<file path="src/rtl/rrpc_pkg.sv">
package rrpc_pkg;

  // Coordinate width: covers pixel minus rectangle origin and all derived bounds.
  localparam int unsigned CW = 13;

  localparam logic [11:0] SCREEN_WIDTH  = 12'd800;
  localparam logic [11:0] SCREEN_HEIGHT = 12'd480;

  // One root bit per chain cell; the operand is at most r*r with r <= 204.
  localparam int unsigned SQRT_STEPS = 8;
  localparam int unsigned ROOT_W     = SQRT_STEPS;
  localparam int unsigned OPND_W     = 2 * SQRT_STEPS;
  localparam int unsigned REM_W      = SQRT_STEPS + 2;

  // floor(m / 10) == (m * RECIP10) >> RECIP_SHIFT for every 11-bit m.
  localparam logic [12:0] RECIP10     = 13'd6554;
  localparam int unsigned RECIP_SHIFT = 16;

  localparam int unsigned CFG_IDX_W  = 3;
  localparam int unsigned CFG_DATA_W = 12;

  typedef enum logic [CFG_IDX_W-1:0] {
    REG_RECT_LEFT,
    REG_RECT_TOP,
    REG_RECT_WIDTH,
    REG_RECT_HEIGHT,
    REG_DRAW_MODE,
    REG_TONE,
    REG_ROUND_CORNERS
  } rrpc_reg_e;

  typedef enum logic [1:0] {
    MODE_SOLID,
    MODE_DASHED,
    MODE_FILL
  } rrpc_mode_e;

  typedef enum logic [1:0] {
    TONE_PAPER,
    TONE_INK,
    TONE_GRAY
  } rrpc_tone_e;

  typedef logic signed [CW-1:0] rrpc_coord_t;

  typedef struct packed {
    logic signed [11:0] left;
    logic signed [11:0] top;
    logic [10:0]        width;
    logic [10:0]        height;
    logic [1:0]         mode;
    logic [1:0]         tone;
    logic               round;
    logic [ROOT_W-1:0]  rad;    // corner radius
    rrpc_coord_t        wm1;    // width - 1
    rrpc_coord_t        hmt;    // height - 1 + top
    rrpc_coord_t        wr1;    // width - radius - 1
  } rrpc_cfg_t;

  typedef struct packed {
    rrpc_coord_t dx;
    rrpc_coord_t dy;
    logic [8:0]  py;
    logic        onscr;
    logic        par;
  } rrpc_p1_t;

  typedef struct packed {
    rrpc_coord_t dx;
    rrpc_coord_t dy;
    rrpc_coord_t hb;    // height - 1 - dy
    rrpc_coord_t t_lo;  // radius - dx
    logic        onscr;
    logic        par;
  } rrpc_p2_t;

  typedef struct packed {
    rrpc_coord_t t_lo;
    rrpc_coord_t t_hi;  // dx - (width - radius - 1)
    logic        base_hit;
    logic        arc_a;
    logic        arc_b;
    logic        fill_a;
    logic        fill_b;
    logic        val;
  } rrpc_side_t;

  typedef struct packed {
    rrpc_side_t        side;
    logic [ROOT_W-1:0] h_a;
    logic [ROOT_W:0]   k_a;
    logic [ROOT_W-1:0] h_b;
    logic [ROOT_W:0]   k_b;
  } rrpc_p3_t;

  typedef struct packed {
    logic [OPND_W-1:0] opnd;
    logic [REM_W-1:0]  rem;
    logic [ROOT_W-1:0] root;
  } rrpc_root_t;

  typedef struct packed {
    rrpc_side_t side;
    rrpc_root_t lane_a;
    rrpc_root_t lane_b;
  } rrpc_item_t;

endpackage

</file>
<file path="src/rtl/rounded_rect_pixel_coverage_unit.sv">
// Rounded rectangle pixel coverage.
// Program the rectangle through the write port (cfg_we_i, cfg_index_i,
// cfg_wdata_i), one register per write, only while no item is in flight.
// Each item on the input channel is one raster pixel (pixel_x_i, pixel_y_i);
// each item on the output channel tells whether the shape covers it
// (covered_o) and the value it writes (pixel_value_o, 0 when not covered).
// Both channels use valid/ready; results leave in input order.
// Between the accepting edge and out_valid_o lie four setup stages (offsets,
// bounds, edge tests, span operands), eight square-root cells that each
// resolve one bit of the two corner spans, and the output register.
// Throughput is one pixel per clock while the receiver does not stall.
// When the receiver stalls, the stages fill one by one behind the output
// register; in_ready_o drops only once every stage holds an item.
// Reset empties the pipeline and loads the register defaults: zero origin
// and size (nothing drawn), solid outline, ink tone, square corners.
module rounded_rect_pixel_coverage_unit (
  input  logic                            clk_i,
  input  logic                            rst_ni,
  input  logic                            cfg_we_i,
  input  logic [rrpc_pkg::CFG_IDX_W-1:0]  cfg_index_i,
  input  logic [rrpc_pkg::CFG_DATA_W-1:0] cfg_wdata_i,
  input  logic                            in_valid_i,
  output logic                            in_ready_o,
  input  logic [9:0]                      pixel_x_i,
  input  logic [8:0]                      pixel_y_i,
  output logic                            out_valid_o,
  input  logic                            out_ready_i,
  output logic                            covered_o,
  output logic                            pixel_value_o
);
  import rrpc_pkg::*;

  rrpc_cfg_t             cfg;
  logic [SQRT_STEPS:0]   chain_valid;
  logic [SQRT_STEPS:0]   chain_ready;
  rrpc_item_t            chain_item [SQRT_STEPS+1];

  rrpc_cfg u_cfg (
    .clk_i       (clk_i),
    .rst_ni      (rst_ni),
    .cfg_we_i    (cfg_we_i),
    .cfg_index_i (cfg_index_i),
    .cfg_wdata_i (cfg_wdata_i),
    .cfg_o       (cfg)
  );

  rrpc_front u_front (
    .clk_i      (clk_i),
    .rst_ni     (rst_ni),
    .cfg_i      (cfg),
    .in_valid_i (in_valid_i),
    .in_ready_o (in_ready_o),
    .pixel_x_i  (pixel_x_i),
    .pixel_y_i  (pixel_y_i),
    .dn_valid_o (chain_valid[0]),
    .dn_item_o  (chain_item[0]),
    .dn_ready_i (chain_ready[0])
  );

  for (genvar i = 0; i < SQRT_STEPS; i++) begin : g_cell
    rrpc_cell u_cell (
      .clk_i      (clk_i),
      .rst_ni     (rst_ni),
      .up_valid_i (chain_valid[i]),
      .up_item_i  (chain_item[i]),
      .up_ready_o (chain_ready[i]),
      .dn_valid_o (chain_valid[i+1]),
      .dn_item_o  (chain_item[i+1]),
      .dn_ready_i (chain_ready[i+1])
    );
  end

  rrpc_back u_back (
    .clk_i         (clk_i),
    .rst_ni        (rst_ni),
    .up_valid_i    (chain_valid[SQRT_STEPS]),
    .up_item_i     (chain_item[SQRT_STEPS]),
    .up_ready_o    (chain_ready[SQRT_STEPS]),
    .out_valid_o   (out_valid_o),
    .covered_o     (covered_o),
    .pixel_value_o (pixel_value_o),
    .out_ready_i   (out_ready_i)
  );

endmodule

</file>
<file path="src/rtl/rrpc_cfg.sv">
module rrpc_cfg (
  input  logic                           clk_i,
  input  logic                           rst_ni,
  input  logic                           cfg_we_i,
  input  logic [rrpc_pkg::CFG_IDX_W-1:0]  cfg_index_i,
  input  logic [rrpc_pkg::CFG_DATA_W-1:0] cfg_wdata_i,
  output rrpc_pkg::rrpc_cfg_t            cfg_o
);
  import rrpc_pkg::*;

  logic signed [11:0] left_q, top_q;
  logic [10:0]        width_q, height_q;
  logic [1:0]         mode_q, tone_q;
  logic               round_q;
  logic [ROOT_W-1:0]  rad_q, rad_d;
  rrpc_coord_t        wm1_q, wm1_d, hmt_q, hmt_d, wr1_q, wr1_d;

  logic [10:0]        side_min;
  logic [23:0]        prod;
  logic [ROOT_W-1:0]  tenth;

  always_ff @(posedge clk_i or negedge rst_ni) begin
    if (!rst_ni) begin
      left_q   <= '0;
      top_q    <= '0;
      width_q  <= '0;
      height_q <= '0;
      mode_q   <= MODE_SOLID;
      tone_q   <= TONE_INK;
      round_q  <= 1'b0;
    end else if (cfg_we_i) begin
      case (rrpc_reg_e'(cfg_index_i))
        REG_RECT_LEFT:     left_q   <= cfg_wdata_i[11:0];
        REG_RECT_TOP:      top_q    <= cfg_wdata_i[11:0];
        REG_RECT_WIDTH:    width_q  <= cfg_wdata_i[10:0];
        REG_RECT_HEIGHT:   height_q <= cfg_wdata_i[10:0];
        REG_DRAW_MODE:     mode_q   <= cfg_wdata_i[1:0];
        REG_TONE:          tone_q   <= cfg_wdata_i[1:0];
        REG_ROUND_CORNERS: round_q  <= cfg_wdata_i[0];
        default: ;
      endcase
    end
  end

  // Radius: 1 below five pixels, else max(2, m/10); m/10 never exceeds m/2 there.
  assign side_min = (width_q < height_q) ? width_q : height_q;
  assign prod     = {13'd0, side_min} * {11'd0, RECIP10};
  assign tenth    = prod[RECIP_SHIFT +: ROOT_W];

  always_comb begin
    if (side_min < 11'd5) begin
      rad_d = ROOT_W'(1);
    end else if (tenth < ROOT_W'(2)) begin
      rad_d = ROOT_W'(2);
    end else begin
      rad_d = tenth;
    end
    wm1_d = rrpc_coord_t'({2'b00, width_q} - 13'd1);
    hmt_d = rrpc_coord_t'({2'b00, height_q} - 13'd1 + {top_q[11], top_q});
    wr1_d = rrpc_coord_t'({2'b00, width_q} - {{(CW-ROOT_W){1'b0}}, rad_q} - 13'd1);
  end

  // Derived values trail the raw registers; the front end reads them only in later stages.
  always_ff @(posedge clk_i or negedge rst_ni) begin
    if (!rst_ni) begin
      rad_q <= ROOT_W'(1);
      wm1_q <= '0;
      hmt_q <= '0;
      wr1_q <= '0;
    end else begin
      rad_q <= rad_d;
      wm1_q <= wm1_d;
      hmt_q <= hmt_d;
      wr1_q <= wr1_d;
    end
  end

  always_comb begin
    cfg_o.left   = left_q;
    cfg_o.top    = top_q;
    cfg_o.width  = width_q;
    cfg_o.height = height_q;
    cfg_o.mode   = mode_q;
    cfg_o.tone   = tone_q;
    cfg_o.round  = round_q;
    cfg_o.rad    = rad_q;
    cfg_o.wm1    = wm1_q;
    cfg_o.hmt    = hmt_q;
    cfg_o.wr1    = wr1_q;
  end

endmodule

</file>
<file path="src/rtl/rrpc_front.sv">
module rrpc_front (
  input  logic                 clk_i,
  input  logic                 rst_ni,
  input  rrpc_pkg::rrpc_cfg_t  cfg_i,
  input  logic                 in_valid_i,
  output logic                 in_ready_o,
  input  logic [9:0]           pixel_x_i,
  input  logic [8:0]           pixel_y_i,
  output logic                 dn_valid_o,
  output rrpc_pkg::rrpc_item_t dn_item_o,
  input  logic                 dn_ready_i
);
  import rrpc_pkg::*;

  logic       v1_q, v2_q, v3_q, v4_q;
  logic       rdy1, rdy2, rdy3, rdy4;
  rrpc_p1_t   p1_q, p1_d;
  rrpc_p2_t   p2_q, p2_d;
  rrpc_p3_t   p3_q, p3_d;
  rrpc_item_t p4_q, p4_d;

  rrpc_coord_t       wid_c, hgt_c, rad_c;
  logic              gate, dx_in, dy_in, inbox, row_edge, col_edge;
  logic              sq_out, rd_out, dash, rd_fill;
  logic              is_solid, is_fill;
  logic [2*ROOT_W:0] prod_a, prod_b;

  // Each stage moves when it is empty or its successor moves.
  assign rdy4       = !v4_q || dn_ready_i;
  assign rdy3       = !v3_q || rdy4;
  assign rdy2       = !v2_q || rdy3;
  assign rdy1       = !v1_q || rdy2;
  assign in_ready_o = rdy1;
  assign dn_valid_o = v4_q;
  assign dn_item_o  = p4_q;

  // Stage 1: offsets from the raw origin registers, on-screen test and pixel parity.
  always_comb begin
    p1_d.dx    = rrpc_coord_t'({3'b000, pixel_x_i} - {cfg_i.left[11], cfg_i.left});
    p1_d.dy    = rrpc_coord_t'({4'b0000, pixel_y_i} - {cfg_i.top[11], cfg_i.top});
    p1_d.py    = pixel_y_i;
    p1_d.onscr = ({2'b00, pixel_x_i} < SCREEN_WIDTH) && ({3'b000, pixel_y_i} < SCREEN_HEIGHT);
    p1_d.par   = pixel_x_i[0] ^ pixel_y_i[0];
  end

  // Stage 2: distance from the bottom row and left corner bound.
  always_comb begin
    p2_d.dx    = p1_q.dx;
    p2_d.dy    = p1_q.dy;
    p2_d.hb    = rrpc_coord_t'(cfg_i.hmt - {4'b0000, p1_q.py});
    p2_d.t_lo  = rrpc_coord_t'({{(CW-ROOT_W){1'b0}}, cfg_i.rad} - p1_q.dx);
    p2_d.onscr = p1_q.onscr;
    p2_d.par   = p1_q.par;
  end

  // Stage 3: every test that does not need a corner span.
  always_comb begin
    wid_c    = rrpc_coord_t'({2'b00, cfg_i.width});
    hgt_c    = rrpc_coord_t'({2'b00, cfg_i.height});
    rad_c    = rrpc_coord_t'({{(CW-ROOT_W){1'b0}}, cfg_i.rad});
    gate     = p2_q.onscr && (cfg_i.width != '0) && (cfg_i.height != '0);
    dx_in    = !p2_q.dx[CW-1] && (p2_q.dx < wid_c);
    dy_in    = !p2_q.dy[CW-1] && (p2_q.dy < hgt_c);
    inbox    = dx_in && dy_in;
    row_edge = (p2_q.dy == '0) || (p2_q.hb == '0);
    col_edge = (p2_q.dx == '0) || (p2_q.dx == cfg_i.wm1);
    sq_out   = inbox && (row_edge || col_edge);
    rd_out   = (row_edge && (p2_q.dx > rad_c) && (p2_q.dx < cfg_i.wr1)) ||
               (col_edge && (p2_q.dy > rad_c) && (p2_q.hb > rad_c));
    dash     = inbox && ((row_edge && !p2_q.dx[1]) || (col_edge && !p2_q.dy[1]));
    rd_fill  = dx_in && (p2_q.dy >= rad_c) && (p2_q.hb >= rad_c);
    is_solid = (cfg_i.mode == MODE_SOLID);
    is_fill  = (cfg_i.mode == MODE_FILL);

    p3_d.side.base_hit = 1'b0;
    case (cfg_i.mode)
      MODE_SOLID:  p3_d.side.base_hit = gate && (cfg_i.round ? rd_out : sq_out);
      MODE_DASHED: p3_d.side.base_hit = gate && dash;
      MODE_FILL:   p3_d.side.base_hit = gate && (cfg_i.round ? rd_fill : inbox);
      default:     p3_d.side.base_hit = 1'b0;
    endcase

    p3_d.side.t_lo   = p2_q.t_lo;
    p3_d.side.t_hi   = rrpc_coord_t'(p2_q.dx - cfg_i.wr1);
    p3_d.side.arc_a  = gate && is_solid && cfg_i.round && !p2_q.dy[CW-1] && (p2_q.dy <= rad_c);
    p3_d.side.arc_b  = gate && is_solid && cfg_i.round && !p2_q.hb[CW-1] && (p2_q.hb <= rad_c);
    p3_d.side.fill_a = gate && is_fill && cfg_i.round && !p2_q.dy[CW-1] && (p2_q.dy < rad_c);
    p3_d.side.fill_b = gate && is_fill && cfg_i.round && !p2_q.hb[CW-1] && (p2_q.hb < rad_c);

    // Gray checkerboard only on a square-cornered fill; elsewhere any nonzero tone is ink.
    if (is_fill && !cfg_i.round && (cfg_i.tone == TONE_GRAY)) begin
      p3_d.side.val = !p2_q.par;
    end else begin
      p3_d.side.val = (cfg_i.tone != TONE_PAPER);
    end

    // r*r - (r-h)*(r-h) == h * (2r - h); only meaningful when 0 <= h <= r.
    p3_d.h_a = p2_q.dy[ROOT_W-1:0];
    p3_d.k_a = {cfg_i.rad, 1'b0} - {1'b0, p2_q.dy[ROOT_W-1:0]};
    p3_d.h_b = p2_q.hb[ROOT_W-1:0];
    p3_d.k_b = {cfg_i.rad, 1'b0} - {1'b0, p2_q.hb[ROOT_W-1:0]};
  end

  // Stage 4: square-root operands.
  always_comb begin
    prod_a          = {{(ROOT_W+1){1'b0}}, p3_q.h_a} * {{ROOT_W{1'b0}}, p3_q.k_a};
    prod_b          = {{(ROOT_W+1){1'b0}}, p3_q.h_b} * {{ROOT_W{1'b0}}, p3_q.k_b};
    p4_d.side       = p3_q.side;
    p4_d.lane_a.opnd = prod_a[OPND_W-1:0];
    p4_d.lane_a.rem  = '0;
    p4_d.lane_a.root = '0;
    p4_d.lane_b.opnd = prod_b[OPND_W-1:0];
    p4_d.lane_b.rem  = '0;
    p4_d.lane_b.root = '0;
  end

  always_ff @(posedge clk_i or negedge rst_ni) begin
    if (!rst_ni) begin
      v1_q <= 1'b0;
      v2_q <= 1'b0;
      v3_q <= 1'b0;
      v4_q <= 1'b0;
    end else begin
      if (rdy1) v1_q <= in_valid_i;
      if (rdy2) v2_q <= v1_q;
      if (rdy3) v3_q <= v2_q;
      if (rdy4) v4_q <= v3_q;
    end
  end

  always_ff @(posedge clk_i) begin
    if (rdy1 && in_valid_i) p1_q <= p1_d;
    if (rdy2 && v1_q)       p2_q <= p2_d;
    if (rdy3 && v2_q)       p3_q <= p3_d;
    if (rdy4 && v3_q)       p4_q <= p4_d;
  end

endmodule

</file>
<file path="src/rtl/rrpc_cell.sv">
module rrpc_cell (
  input  logic                 clk_i,
  input  logic                 rst_ni,
  input  logic                 up_valid_i,
  input  rrpc_pkg::rrpc_item_t up_item_i,
  output logic                 up_ready_o,
  output logic                 dn_valid_o,
  output rrpc_pkg::rrpc_item_t dn_item_o,
  input  logic                 dn_ready_i
);
  import rrpc_pkg::*;

  logic       v_q;
  rrpc_item_t item_q, item_d;

  // One root bit: bring down two operand bits, try subtracting 4*root + 1.
  function automatic rrpc_root_t root_step(input rrpc_root_t cur);
    rrpc_root_t       nxt;
    logic [REM_W-1:0] rem_sh;
    logic [REM_W-1:0] trial;
    rem_sh   = {cur.rem[REM_W-3:0], cur.opnd[OPND_W-1 -: 2]};
    trial    = {cur.root, 2'b01};
    nxt.opnd = {cur.opnd[OPND_W-3:0], 2'b00};
    if (rem_sh >= trial) begin
      nxt.rem  = rem_sh - trial;
      nxt.root = {cur.root[ROOT_W-2:0], 1'b1};
    end else begin
      nxt.rem  = rem_sh;
      nxt.root = {cur.root[ROOT_W-2:0], 1'b0};
    end
    return nxt;
  endfunction

  always_comb begin
    item_d.side   = up_item_i.side;
    item_d.lane_a = root_step(up_item_i.lane_a);
    item_d.lane_b = root_step(up_item_i.lane_b);
  end

  assign up_ready_o = !v_q || dn_ready_i;
  assign dn_valid_o = v_q;
  assign dn_item_o  = item_q;

  always_ff @(posedge clk_i or negedge rst_ni) begin
    if (!rst_ni) begin
      v_q <= 1'b0;
    end else if (up_ready_o) begin
      v_q <= up_valid_i;
    end
  end

  always_ff @(posedge clk_i) begin
    if (up_ready_o && up_valid_i) begin
      item_q <= item_d;
    end
  end

endmodule

</file>
<file path="src/rtl/rrpc_back.sv">
module rrpc_back (
  input  logic                 clk_i,
  input  logic                 rst_ni,
  input  logic                 up_valid_i,
  input  rrpc_pkg::rrpc_item_t up_item_i,
  output logic                 up_ready_o,
  output logic                 out_valid_o,
  output logic                 covered_o,
  output logic                 pixel_value_o,
  input  logic                 out_ready_i
);
  import rrpc_pkg::*;

  logic        ov_q, cov_q, val_q;
  logic        cov_d;
  rrpc_coord_t s_a, s_b;
  rrpc_side_t  sd;

  always_comb begin
    sd    = up_item_i.side;
    s_a   = rrpc_coord_t'({{(CW-ROOT_W){1'b0}}, up_item_i.lane_a.root});
    s_b   = rrpc_coord_t'({{(CW-ROOT_W){1'b0}}, up_item_i.lane_b.root});
    // Arc pixel sits at r - span or w - r - 1 + span; fill row spans between them.
    cov_d = sd.base_hit ||
            (sd.arc_a  && ((s_a == sd.t_lo) || (s_a == sd.t_hi))) ||
            (sd.arc_b  && ((s_b == sd.t_lo) || (s_b == sd.t_hi))) ||
            (sd.fill_a && (s_a >= sd.t_lo) && (s_a >= sd.t_hi)) ||
            (sd.fill_b && (s_b >= sd.t_lo) && (s_b >= sd.t_hi));
  end

  assign up_ready_o    = !ov_q || out_ready_i;
  assign out_valid_o   = ov_q;
  assign covered_o     = cov_q;
  assign pixel_value_o = val_q;

  always_ff @(posedge clk_i or negedge rst_ni) begin
    if (!rst_ni) begin
      ov_q <= 1'b0;
    end else if (up_ready_o) begin
      ov_q <= up_valid_i;
    end
  end

  always_ff @(posedge clk_i) begin
    if (up_ready_o && up_valid_i) begin
      cov_q <= cov_d;
      val_q <= cov_d && sd.val;
    end
  end

endmodule
</file>
<file path="config.mk">
export PLATFORM = sky130hd
export DESIGN_NAME = rounded_rect_pixel_coverage_unit
export DESIGN_NICKNAME = d
export VERILOG_FILES = /design/src/rtl/rrpc_pkg.sv /design/src/rtl/rounded_rect_pixel_coverage_unit.sv /design/src/rtl/rrpc_cfg.sv /design/src/rtl/rrpc_front.sv /design/src/rtl/rrpc_cell.sv /design/src/rtl/rrpc_back.sv
export SDC_FILE = /design/constraint.sdc
export NUM_CORES = 2
export LEC_CHECK = 0
export BUFFER_PORTS_ARGS = -buffer_cell sky130_fd_sc_hd__buf_2
export CORE_MARGIN = 8
export CORE_UTILIZATION = 59
export DETAILED_ROUTE_END_ITERATION = 12
export PLACE_DENSITY = 0.78
export SLEW_MARGIN = 25
export SYNTH_ARGS = -nofsm -noshare
export SYNTH_HDL_FRONTEND = slang
export SYNTH_HIERARCHICAL = 1
export SYNTH_SLANG_ARGS = --single-unit
</file>
<file path="constraint.sdc">
create_clock -name clk_i -period 6.2 [get_ports clk_i]
set_input_delay 0.31 -clock clk_i [delete_from_list [all_inputs] [get_ports clk_i]]
set_output_delay 0.31 -clock clk_i [all_outputs]
set_load 0.01 [all_outputs]
</file>
==> results.tsv <==
metric	value	unit
dr_wl_met2	48.45	mm
syn_inst	3962	
antenna_found_initial	0	
grt_max_degree	85	
gr-total-overflow	0	
finalCritPeriodShare	0.9739	
initial_core_util	0.5932	
htreeDepth	3	
firstDrtPassIters	5	
mostFrequentLayoutCells	edfxtp_1, inv_1, ha_1	
met1Wirelength	39.15	mm
layout_commonest_cell	edfxtp_1	
skew	0.05022	ns
grt_pass1_wl	153.7	mm
critPathCaptureType	flip-flop	
r2r_end	u_cfg/rad_q[0]	
cp_max_fo	4	
regToRegSetupSlack	0.16	ns
diodes	0	
finish.net_count	4810	
gp_congestion	0.8867	
timing.rr.start	u_cfg/height_q[10]	
core_area	84880	um^2
ios	43	
avgSynthCellArea	12.71	um^2
numCtsBuffers	93	
fmax	165.6	MHz
cts_root_buf	clkbuf_16	
slew_violations	0	
finalHoldViolCount	0	
die-area	94940	um^2
cts.sinks	939	
wl_met3	3.811	mm
min_period	6.038	ns
setup_tns	0	ns
status	finished clean	
portBuffers	42	
clk_pin_slew_worst_paths	0.06	ns
via_count	29490	
start_kind	flip-flop	
crit_type	reg -> reg	
relSlewSlack	0.3251	
drv_cap	0	
drt_iter0_markers	1760	
reg2reg_depth	27	
post_drt_wl_per_cell	17.61	um
synthToLayoutAreaGrowth	11.35	%
syn_area	50350	um^2
critPathCapture	u_cfg/rad_q[0]	
grt_pass1_vias	30110	
rows	107	
die_h	308.1	um
cp_data_arrival_time	6.59	ns
antenna_left	0	
clk_latency	0.67	ns
drive_gt1_frac	0.1169	
die_x	308.1	um
cts_tree	done	
place_hpwl	66.31	mm
crit_start	u_cfg/height_q[10]	
hp-class	in -> reg	
clockBufferDepth	3	
whs	0.05128	ns
yosys_warnings	6	
topRoutingLayerUsed	met4	
cp.required	6.75	ns
drt_wl_total	95.02	mm
drt-vias-per-instance	5.463	
setup_violations	0	
drc	0	
groute.usage.overall	0.2002	
worst_slew_pin_slew	1.012	ns
-- metal layers --
metal	up-vias	global-route usage
met3	217	0.02585
li1	14340	-
met5	-	0
met2	700	0.3604
met1	14230	0.2447
met4	0	0.07648
-- timing repair --
| item | 4_1_cts | 5_1_grt |
|---|---|---|
| pin swaps | 9 | 42 |
| hold buffers | 24 | 0 |
| cloned | 1 | 0 |
| endpoints found under the setup margin | 4 | 7 |
| setup buffers | 7 | 5 |
| endpoints found under the hold margin | 107 | 0 |
| resized for setup | 24 | 68 |
-- worst min path at each step --
| stage | cells past startpoint | startpoint | endpoint |
|---|---|---|---|
| floorplan | 0 | rst_ni | g_cell[0].u_cell/dn_valid_o |
| global placement | 1 | rst_ni | u_cfg/rad_q[3] |
| detailed placement | 0 | u_front/dn_item_o[18] | g_cell[0].u_cell/dn_item_o[20] |
| CTS | 3 | cfg_wdata_i[0] | u_cfg/width_q[0] |
| global route | 3 | cfg_we_i | u_cfg/round_q |
| finish | 3 | cfg_wdata_i[0] | u_cfg/width_q[0] |
-- worst max-delay path, stage by stage, from the launching register on --
cell      delay, ns
dfrtp_1        0.39
inv_2          0.08
ha_4           0.21
a21oi_2        0.15
o21ai_2        0.09
a31oi_4        0.24
buf_6          0.16
nand2_8        0.07
mux2i_4        0.20
buf_4          0.15
nor2_2         0.13
inv_1          0.07
fa_1           0.57
inv_1          0.07
fa_1           0.52
inv_1          0.05
fa_1           0.40
inv_1          0.08
fa_1           0.43
ha_4           0.30
buf_4          0.13
nand4_1        0.18
nand3b_1       0.24
nor3_1         0.20
o22ai_2        0.12
xor2_1         0.23
nand4_1        0.14
o32a_1         0.30
-- layout make-up --
class	instances	area, um^2
Clock buffer	115	2481
Clock inverter	57	491.7
Fill cell	5977	28820
Inverter	583	2188
Multi-Input combinational cell	2406	20690
Sequential cell	939	27650
Tap cell	1144	1431
Timing Repair Buffer	153	1126
-- state kept, by name (all words and copies together) (netlist names), 2 cells and up --
name / flops
g_cell.u_cell/dn_item_o: 608
u_front/dn_item_o: 64
u_front/p3_q: 64
u_front/p2_q: 54
u_front/p1_q: 37
u_cfg/hmt_q: 13
u_cfg/wr1_q: 13
u_cfg/left_q: 12
u_cfg/top_q: 12
u_cfg/wm1_q: 12
u_cfg/height_q: 11
u_cfg/width_q: 11
g_cell.u_cell/dn_valid_o: 8
u_cfg/rad_q: 8
u_cfg/mode_q: 2
u_cfg/tone_q: 2
-- stage by stage --
stage                 util  instances  setup slack (ns)  area, um^2
finish              0.6605       5397            0.1620       56060
CTS                 0.6554       5391          0.005373       55630
detailed placement  0.6155       5187           -0.2616       52250
global route        0.6605       5397          -0.07087       56060
global placement    0.6155       5187           -0.1066       52250
floorplan                -       3993          0.003611       50510
Power is left out: the tool's default activity adds up to more than one toggle a clock period on the data nets, which glitch-free logic cannot reach.
